--- config.mk ---
export PLATFORM = sky130hd
export DESIGN_NAME = rgb_color_wheel_stepper_core
export DESIGN_NICKNAME = d
export VERILOG_FILES = /design/src/design/rcws_pkg.sv /design/src/design/rcws_step_unit.sv /design/src/design/rgb_color_wheel_stepper_core.sv
export SDC_FILE = /design/constraint.sdc
export NUM_CORES = 1
export LEC_CHECK = 0
export BUFFER_PORTS_ARGS = -buffer_cell sky130_fd_sc_hd__buf_4
export CAP_MARGIN = 15
export CORE_AREA = 4 4 114 116
export CTS_BUF_LIST = sky130_fd_sc_hd__clkbuf_4 sky130_fd_sc_hd__clkbuf_8 sky130_fd_sc_hd__clkbuf_16
export DETAILED_ROUTE_END_ITERATION = 8
export DIE_AREA = 0 0 118 120
export PLACE_DENSITY = 0.63
export SYNTH_ARGS = -nofsm -noshare
export SYNTH_HDL_FRONTEND = slang
export SYNTH_SLANG_ARGS = --single-unit
--- constraint.sdc ---
create_clock -name clk -period 5.9 [get_ports clk]
set_input_delay 1.18 -clock clk [delete_from_list [all_inputs] [get_ports clk]]
set_output_delay 1.18 -clock clk [all_outputs]
set_load 0.01 [all_outputs]
--- src/design/rcws_pkg.sv ---
// Shared types and codes for the RGB colour wheel stepper.
`default_nettype none

package rcws_pkg;

  localparam int unsigned LEVEL_W = 8;
  localparam int unsigned LEAD_W  = 2;
  localparam int unsigned COUNT_W = 16;
  localparam int unsigned MODE_W  = 2;

  // Item modes
  localparam logic [MODE_W-1:0] MODE_DERIVE  = 2'd0;
  localparam logic [MODE_W-1:0] MODE_LOAD    = 2'd1;
  localparam logic [MODE_W-1:0] MODE_ADVANCE = 2'd2;

  // Leading channel positions
  localparam logic [LEAD_W-1:0] LEAD_RED   = 2'd0;
  localparam logic [LEAD_W-1:0] LEAD_GREEN = 2'd1;
  localparam logic [LEAD_W-1:0] LEAD_BLUE  = 2'd2;

  typedef logic [LEVEL_W-1:0] level_t;
  typedef logic [LEAD_W-1:0]  lead_t;

  typedef struct packed {
    level_t red;
    level_t green;
    level_t blue;
    lead_t  lead;
    level_t cap;
    level_t base;
  } wheel_t;

endpackage

`default_nettype wire

--- src/design/rcws_step_unit.sv ---
// Shared hue step unit: one rise, fall or position move per use.
`default_nettype none

module rcws_step_unit (
  input  rcws_pkg::wheel_t cur,
  output rcws_pkg::wheel_t nxt
);

  rcws_pkg::lead_t  lead_pos;
  rcws_pkg::lead_t  next_pos;
  rcws_pkg::level_t lead_lvl;
  rcws_pkg::level_t next_lvl;
  rcws_pkg::level_t rise_lvl;
  rcws_pkg::level_t fall_lvl;
  logic             do_rise;
  logic             do_fall;

  always_comb begin
    lead_pos = (cur.lead == rcws_pkg::LEAD_RED || cur.lead == rcws_pkg::LEAD_GREEN ||
                cur.lead == rcws_pkg::LEAD_BLUE) ? cur.lead : rcws_pkg::LEAD_RED;
    case (lead_pos)
      rcws_pkg::LEAD_RED: begin
        next_pos = rcws_pkg::LEAD_GREEN;
        lead_lvl = cur.red;
        next_lvl = cur.green;
      end
      rcws_pkg::LEAD_GREEN: begin
        next_pos = rcws_pkg::LEAD_BLUE;
        lead_lvl = cur.green;
        next_lvl = cur.blue;
      end
      default: begin
        next_pos = rcws_pkg::LEAD_RED;
        lead_lvl = cur.blue;
        next_lvl = cur.red;
      end
    endcase

    do_rise  = (next_lvl != cur.cap);
    do_fall  = !do_rise && (lead_lvl != cur.base);
    rise_lvl = next_lvl + rcws_pkg::level_t'(1);
    fall_lvl = lead_lvl - rcws_pkg::level_t'(1);

    nxt = cur;
    if (do_rise) begin
      case (next_pos)
        rcws_pkg::LEAD_RED:   nxt.red   = rise_lvl;
        rcws_pkg::LEAD_GREEN: nxt.green = rise_lvl;
        default:              nxt.blue  = rise_lvl;
      endcase
    end else if (do_fall) begin
      case (lead_pos)
        rcws_pkg::LEAD_RED:   nxt.red   = fall_lvl;
        rcws_pkg::LEAD_GREEN: nxt.green = fall_lvl;
        default:              nxt.blue  = fall_lvl;
      endcase
    end else begin
      nxt.lead = next_pos;
    end
  end

endmodule

`default_nettype wire

--- src/design/rgb_color_wheel_stepper_core.sv ---
// Top level of the RGB colour wheel stepper: sequencer, state and handshakes.
//
//  channel | direction | handshake           | payload
//  --------+-----------+---------------------+------------------------------------------
//  in      | into core | in_valid / in_ready | mode, red/green/blue_in, lead_in,
//          |           |                     | cap_in, base_in, step_count
//  out     | out       | out_valid/out_ready | red_out, green_out, blue_out, lead_out
//
// Derive, load and unused-mode beats go straight to the result; an advance beat
// latches its count, then takes one hue step per cycle through the shared step
// unit until the count runs out (a zero count skips the steps). The result sits in the
// state registers until taken; the next input beat is accepted the cycle after.
// Reset clears colour, position, cap and base to zero and returns to idle.
// A stalled output holds everything still; no input is taken meanwhile.
`default_nettype none

module rgb_color_wheel_stepper_core #(
  parameter int unsigned COUNT_W = rcws_pkg::COUNT_W
) (
  input  wire                          clk,
  input  wire                          rst,
  input  wire                          in_valid,
  output logic                         in_ready,
  input  wire  [rcws_pkg::MODE_W-1:0]  mode,
  input  wire  [rcws_pkg::LEVEL_W-1:0] red_in,
  input  wire  [rcws_pkg::LEVEL_W-1:0] green_in,
  input  wire  [rcws_pkg::LEVEL_W-1:0] blue_in,
  input  wire  [rcws_pkg::LEAD_W-1:0]  lead_in,
  input  wire  [rcws_pkg::LEVEL_W-1:0] cap_in,
  input  wire  [rcws_pkg::LEVEL_W-1:0] base_in,
  input  wire  [COUNT_W-1:0]           step_count,
  output logic                         out_valid,
  input  wire                          out_ready,
  output logic [rcws_pkg::LEVEL_W-1:0] red_out,
  output logic [rcws_pkg::LEVEL_W-1:0] green_out,
  output logic [rcws_pkg::LEVEL_W-1:0] blue_out,
  output logic [rcws_pkg::LEAD_W-1:0]  lead_out
);

  localparam logic [1:0] ST_IDLE = 2'd0;
  localparam logic [1:0] ST_RUN  = 2'd1;
  localparam logic [1:0] ST_DONE = 2'd2;

  logic [1:0]       state;
  logic [1:0]       state_next;
  logic [COUNT_W-1:0] count;
  logic [COUNT_W-1:0] count_next;
  rcws_pkg::wheel_t wheel;
  rcws_pkg::wheel_t wheel_next;
  rcws_pkg::wheel_t stepped;
  rcws_pkg::wheel_t derived;
  rcws_pkg::level_t lo_rg;
  rcws_pkg::level_t hi_rg;
  rcws_pkg::lead_t  pos_rg;
  logic             in_beat;

  rcws_step_unit u_step (
    .cur (wheel),
    .nxt (stepped)
  );

  assign in_ready  = (state == ST_IDLE);
  assign out_valid = (state == ST_DONE);
  assign in_beat   = in_valid && in_ready;
  assign red_out   = wheel.red;
  assign green_out = wheel.green;
  assign blue_out  = wheel.blue;
  assign lead_out  = wheel.lead;

  // Derive base, cap and the first maximum channel, ties going to the earlier one.
  always_comb begin
    lo_rg  = (green_in < red_in) ? green_in : red_in;
    hi_rg  = (green_in > red_in) ? green_in : red_in;
    pos_rg = (green_in > red_in) ? rcws_pkg::LEAD_GREEN : rcws_pkg::LEAD_RED;
    derived.red   = red_in;
    derived.green = green_in;
    derived.blue  = blue_in;
    derived.base  = (blue_in < lo_rg) ? blue_in : lo_rg;
    derived.cap   = (blue_in > hi_rg) ? blue_in : hi_rg;
    derived.lead  = (blue_in > hi_rg) ? rcws_pkg::LEAD_BLUE : pos_rg;
  end

  always_comb begin
    state_next = state;
    count_next = count;
    wheel_next = wheel;
    case (state)
      ST_IDLE: begin
        if (in_beat) begin
          case (mode)
            rcws_pkg::MODE_DERIVE: begin
              wheel_next = derived;
              state_next = ST_DONE;
            end
            rcws_pkg::MODE_LOAD: begin
              wheel_next.red   = red_in;
              wheel_next.green = green_in;
              wheel_next.blue  = blue_in;
              wheel_next.cap   = cap_in;
              wheel_next.base  = base_in;
              // Fold an out-of-range position back to red
              wheel_next.lead  = (lead_in == rcws_pkg::LEAD_RED ||
                                  lead_in == rcws_pkg::LEAD_GREEN ||
                                  lead_in == rcws_pkg::LEAD_BLUE) ?
                                 lead_in : rcws_pkg::LEAD_RED;
              state_next = ST_DONE;
            end
            rcws_pkg::MODE_ADVANCE: begin
              count_next = step_count;
              state_next = (step_count == '0) ? ST_DONE : ST_RUN;
            end
            default: begin
              state_next = ST_DONE;
            end
          endcase
        end
      end
      ST_RUN: begin
        // Advance one hue step per cycle until the count runs out
        wheel_next = stepped;
        count_next = count - COUNT_W'(1);
        if (count == COUNT_W'(1)) begin
          state_next = ST_DONE;
        end
      end
      ST_DONE: begin
        if (out_ready) begin
          state_next = ST_IDLE;
        end
      end
      default: begin
        state_next = ST_IDLE;
      end
    endcase
  end

  always_ff @(posedge clk) begin
    if (rst) begin
      state <= ST_IDLE;
      wheel <= '0;
      count <= '0;
    end else begin
      state <= state_next;
      wheel <= wheel_next;
      count <= count_next;
    end
  end

endmodule

`default_nettype wire

# Word level (Yosys, flattened, before mapping)
# Index checks and enable logic that the tools add are counted.
[word_totals] out_inout_bits=28 regBits=60 word_cells=101
[op_classes] muxes=33 bitwise=1 n_lt_le_gt_ge=4 add_sub_neg=3 n_eq_ne=27 n_reduce_logical=25
[op_table] cell="case mux 42 bit (2 select lines)" n=2
[op_table] cell="two-way mux 8 bit" n=10
[op_table] cell="two-way mux 24 bit" n=2
[op_table] cell="two-way mux 42 bit" n=1
[op_table] cell="two-way mux 16 bit" n=2
[op_table] cell="case mux 16 bit (2 select lines)" n=1
[op_table] cell="case mux 8 bit (2 select lines)" n=2
[op_table] cell="two-way mux 2 bit" n=10
[op_table] cell="AND reduction 6 bit" n=3
[op_table] cell="equality test 16 x 1 -> 1 bit (second input constant)" n=1
[op_table] cell="> comparator 8 bit" n=2
[op_table] cell="logical NOT 16 bit" n=1
[op_table] cell="less-than comparator 8 bit" n=2
[op_table] cell="!= test 8 bit" n=2
[op_table] cell="subtractor 16 x 1 -> 16 bit (second input constant)" n=1
[op_table] cell="equality test 2 x 1 -> 1 bit (second input constant)" n=6
[op_table] cell="logical NOT 2 bit" n=6
[op_table] cell="!= test 3 x 1 -> 1 bit (second input constant)" n=4
[op_table] cell="!= test 3 bit (second input constant)" n=3
[op_table] cell="adder 8 x 1 -> 8 bit (second input constant)" n=1
[op_table] cell="equality test 2 bit (second input constant)" n=4
[op_table] cell="subtractor 8 x 1 -> 8 bit (second input constant)" n=1
[op_table] cell="!= test 2 x 1 -> 1 bit (second input constant)" n=3
[op_table] cell="!= test 2 bit (second input constant)" n=3
[op_table] cell="13 further kinds" n=20

# Depth between registers and ports, before layout
[depth] word_depth=12 depth_mapped=19

# By module
# From an unflattened synthesis, not the netlist that was laid out.
[hier_totals] cells_unflattened=796 hier_area_um2=6050.8
[by_module_without_submodules] mod="rgb_color_wheel_stepper_core" cells_each=557 area_per_inst_um2=4169.0 instances=1
[by_module_without_submodules] mod="rcws_step_unit" cells_each=239 area_per_inst_um2=1881.8 instances=1

# Worst setup path after synthesis
# Ideal clock, no wire load.
[synth_timing] path_kind="input to register" startpoint="input red_in[5] (netlist bit)" endpoint="register wheel (netlist bit lead_out[0])" path_slack_ps=1237 cell_stages=19 setup_time_ps=101 t_required_ps=5799 arrival_ps=4562 cell_sequence="inv_1 ha_1 a21o_1 a21o_1 a21o_1 clkbuf_1 nand2_1 clkbuf_1 a21oi_1 nor2_1 ha_1 a21o_1 a21oi_1 nand2_1 a221o_1 clkbuf_1 a21o_1 o21a_1 o41ai_1"
[synth_between] elab_chain_cells=7
[synth_lines] item="from (decl)" line_no="rgb_color_wheel_stepper_core.sv:25" text="input wire [rcws_pkg::LEVEL_W-1:0] red_in,"
[synth_lines] item="> comparator 8 bit" line_no="rgb_color_wheel_stepper_core.sv:73, rgb_color_wheel_stepper_core.sv:74"
[synth_lines] item="two-way mux 8 bit" line_no="rgb_color_wheel_stepper_core.sv:73" text="hi_rg = (green_in > red_in) ? green_in : red_in;"
[synth_lines] item="> comparator 8 bit" line_no="rgb_color_wheel_stepper_core.sv:80" text="derived.lead = (blue_in > hi_rg) ? rcws_pkg::LEAD_BLUE : pos_rg;"
[synth_lines] item="two-way mux 2 bit *" line_no="rgb_color_wheel_stepper_core.sv:80"
[synth_lines] item="case mux 42 bit (2 select lines) *" line_no="rgb_color_wheel_stepper_core.sv:90" text="case (mode)"
[synth_lines] item="two-way mux 42 bit *" line_no="rgb_color_wheel_stepper_core.sv:89" text="if (in_beat) begin"
[synth_lines] item="case mux 42 bit (2 select lines) *" line_no="rgb_color_wheel_stepper_core.sv:87" text="case (state)"
[synth_lines] item="to (signal assigned)" line_no="rgb_color_wheel_stepper_core.sv:144" text="wheel <= wheel_next;"
[synth_lines] item="to (decl)" line_no="rgb_color_wheel_stepper_core.sv:48" text="rcws_pkg::wheel_t wheel;"
# Mark *: on every way between the ends. The rest lies on a longest branch, timed or not. The select of a mux whose other input is x is not followed.
# A chain may end at the register's enable or synchronous reset.

# Worst setup path in the final report
[layout_timing] startpoint="input red_in[1] (netlist bit)" endpoint="register wheel[14] (netlist bit)"
[layout_between] elab_chain_cells=7
[layout_lines] item="> comparator 8 bit" line_no="rgb_color_wheel_stepper_core.sv:73"
[layout_lines] item="two-way mux 8 bit *" line_no="rgb_color_wheel_stepper_core.sv:73"
[layout_lines] item="> comparator 8 bit" line_no="rgb_color_wheel_stepper_core.sv:79" text="derived.cap = (blue_in > hi_rg) ? blue_in : hi_rg;"
[layout_lines] item="two-way mux 8 bit *" line_no="rgb_color_wheel_stepper_core.sv:79"
[layout_lines] item="case mux 42 bit (2 select lines) *" line_no="rgb_color_wheel_stepper_core.sv:90"
[layout_lines] item="two-way mux 42 bit *" line_no="rgb_color_wheel_stepper_core.sv:89"
[layout_lines] item="case mux 42 bit (2 select lines) *" line_no="rgb_color_wheel_stepper_core.sv:87"
# Marked as above.

==> impl_results.md <==
- Status: finished clean
- DP HPWL: 14.8 mm
- WP data arrival: between 5 and 6 ns
- Post-DP Area: around 0.006 mm2
- R2r setup slk: roughly 1.7 ns
- Sequential cell fraction of total power: between 20% and 30%
- Syn Nets: roughly 830
- Post-synth design cell area: ~0.0053 mm2
- N_diodes: 0
- Synthesized flop and latch total: 60
- Largest net degree at the start of global routing: between 40 and 50
- Crit path max-delay cell type: a221o_1
- Share of the yosys chip area belonging to registers: between 20% and 30%
- Resize count post-CTS: 0
- Cell variety after synth: 57
- Hold Path Class: flip-flop to flip-flop
- Effective utilization at floorplan: about 45%
- Pwr Density: a little under 300 mW/mm2
- RSZ-0062 raised after global routing: false
- Minimum clock period: 4.81 ns
- Core area: between 0.01 and 0.015 mm2
- Type of origin of the critical path: input port
- Max_cap viols: 0
- Setup TNS: 0 ns
- TritonCTS Sinks: 60
- Total congestion overflow: 0
- WP depth: 17
- Gate Count Post-Synth: 738
- Yosys warning count: 0
- Pins Over Slew Limit: 0
- Number of global-route vias before repair: between 5000 and 6000
- CTS tree: done
- Max FO, Critical Path: 16
- Max H-tree Level: 3
- DRC viols: 0
- CP required: around 6.1 ns
- Crit. End Element: flip-flop
- Fraction of layout cells with a size suffix above 1: between 10% and 20%
- Fraction of the mapped netlist area in adder cells: about 7.0%
- Post-synth EDFFs: 0
- Cell Int Power: roughly 1.2 mW
- Synth Area in Compound Gates: 30.8%
- Initial antenna violation count: 0
- # rows: 40
- Hold_ws: approximately 0.46 ns
- Max incr delay on CP: 0.49 ns
- Gate power share: 39.5%
- Syn_area_per_cell: slightly above 7 um2
- Simple-gate share of the synthesized area: about a quarter
- Clock power frac: about a third
- Pre-antenna DRT Iters: 5
- Critical path endpoint: wheel[14]
- Final-report hold violation count: 0
- Worst R2R End: blue_out[7]
- CTS root buffer: clkbuf_16
- Clk slew on worst S/H paths: approximately 0.050 ns
- Yosys top cell by area: dfxtp_1
- Final period utilization: between 80% and 90%
- IO Count: a little over 90
- XOR/XNOR Fraction of Synth Area: 2.95%
- Peak VDD IR: between 0.1 and 0.15 mV
- Total number of vias: 6009
- Share of flip-flops with an asynchronous set or reset: 0%
- Final design utilization: 53.7%
- Fmax: roughly 210 MHz
- CP Buf/Inv Count: 2
- Max-slew headroom: 21.2%
- Commonest cells in the netlist: a21oi_1 (77), nand2_1 (66), nor2_1 (66), dfxtp_1 (60), o21ai_0 (53)
- Cell Chain, Critical Path: buf_4 > inv_1 > ha_1 > nor2b_1 > o21a_1 > o21ai_0 > a211o_1 > and3_1 > nor2_1 > ha_1 > a21o_1 > a21oi_1 > nand2_1 > a221o_1 > a21o_1 > o311ai_0 > a21oi_1
- DRT antenna net count: 0
- Leak: approximately 2.7 nW
- Cell depth of the worst flop-to-flop path: 8
- DP Worst Slack: roughly 0.84 ns
- Chip width: 118 um
- Clock Tree Buf Depth: 2
- First-pass GRT wire length: roughly 30 mm
- CP Launch Point: red_in[1]
- Worst Clk Skew: around 0.0054 ns
- Most common cell in the netlist: a21oi_1
- Ys flop type: dfxtp_1
- DR WL/cell: ~20 um
- Aggregate global-route resource usage: a little over a quarter
- Hold buffers post-CTS: 0
- Top delay family on crit path: compound AO/OA/AOI/OAI gates
- Area contributors post-synth: dfxtp_1 (22%), a21oi_1 (7.2%), ha_1 (7.0%), o21ai_0 (5.0%), nand2_1 (4.6%)
- RR Startpoint: lead_out[1]
- Yosys top cell area share: roughly 22%
- Sw power: slightly below 700 uW
- Post-CTS setup buffer count: 0
- Fin nets: approximately 890
- Setup CP Type: input port to flip-flop
- Die ar.: around 0.014 mm2
- Setup ws final: between 1 and 1.5 ns
- Num CTS Buffers: 9
- Fin area: between 0.006 and 0.007 mm2
- Layout area overhead: 19.8%
- Tightest Pin Transition: around 1.2 ns
- Initial DRC Count: 733
- Die H: 120 um
- Switching share of power: between 30 and 40%
- Mux contribution to synthesized area: approximately 4.4%
- Global placement routability congestion: approximately 0.95
- Final Routed Wirelength: slightly below 20 mm
- Largest family of logic cells by synthesized area: compound AO/OA/AOI/OAI gates
- Vias per cell: 6.31
- Final setup viols: 0
- Port-buffer cells: 91
- Worst-Skew Late Latency: between 0.3 and 0.4 ns
[metal layers]
layer / vias up / GRT usage (%) / wire (um)
li1: 2845 / - / -
met1: 2808 / 36.5 / 8790
met2: 314 / 38.4 / 8130
met3: 42 / 9.28 / 1990
met4: 0 / 9.52 / 522
met5: - / 0 / 0
[worst min path at each step]
stage | slack [ns] | start | depth (start not counted) | to
floorplan | 0.43 | wheel[9] | 2 | wheel[9]
global placement | 0.45 | wheel[9] | 2 | wheel[9]
detailed placement | 0.45 | wheel[9] | 2 | wheel[9]
CTS | 0.46 | wheel[9] | 2 | wheel[9]
global route | 0.48 | wheel[9] | 2 | wheel[9]
finish | 0.46 | wheel[9] | 2 | wheel[9]
[final cells by class]
type	count	area [um2]
Multi-Input combinational cell	581	3750
Sequential cell	60	1200
Fill cell	1173	5510
Tap cell	147	184
Timing Repair Buffer	97	728
Clock buffer	11	240
Clock inverter	5	100
Inverter	51	191
[state kept, by name, indices dropped and copies added, names as in the netlist]
register   cells
blue_out       8
count         16
green_out      8
lead_out       2
red_out        8
state          2
wheel         16
[logic make-up after synthesis]
group / Yosys count
and+or+nand+nor: 263
AOI/OAI and AO/OA: 247
buffers and inverters: 97
DFF: 60
adders and majority gates: 30
muxes: 23
xor gates and xnor gates: 18
[per-stage QoR]
step | power (mW) | cells
final | 1.84 | 952
after floorplan | 0.986 | 738
after detailed placement | 1.22 | 935
after global placement | 1.21 | 935
after global routing | 1.94 | 952
after CTS | 1.83 | 951
[cell usage in the layout, fill, tap and decap left out, types with 10 or more instances in the layout]
cell      count
nor4_1       11
nand4_1      12
nor3_1       18
o311ai_0     15
a21oi_1      77
and3_1       11
nor2b_1      17
inv_1        51
a221oi_1     17
xnor2_1      12
o21ai_0      53
o211ai_1     10
nand4b_1     16
nand3_1      10
nand2_1      66
buf_4        97
mux2i_1      20
a21o_1       19
a211oi_1     10
ha_1         30
nor2_1       65
dfxtp_1      60
[worst reg2reg max path, stage by stage (launching register included)]
cell and delay, ns:
dfxtp_1 0.45, ha_1 0.99, nor2b_1 0.43, or3_1 0.17
o211ai_1 0.13, or4_1 0.68, o31ai_2 0.51, a21o_1 0.54
a221oi_1 0.18
[power groups by stage]
stage	logic (mW)	clock network, mW	registers (mW)
after CTS	0.712	0.614	0.504
after floorplan	0.480	0	0.506
after global routing	0.793	0.633	0.513
final	0.729	0.609	0.506
after global placement	0.700	0	0.510
after detailed placement	0.708	0	0.513
(Power assumes the default switching activity.)
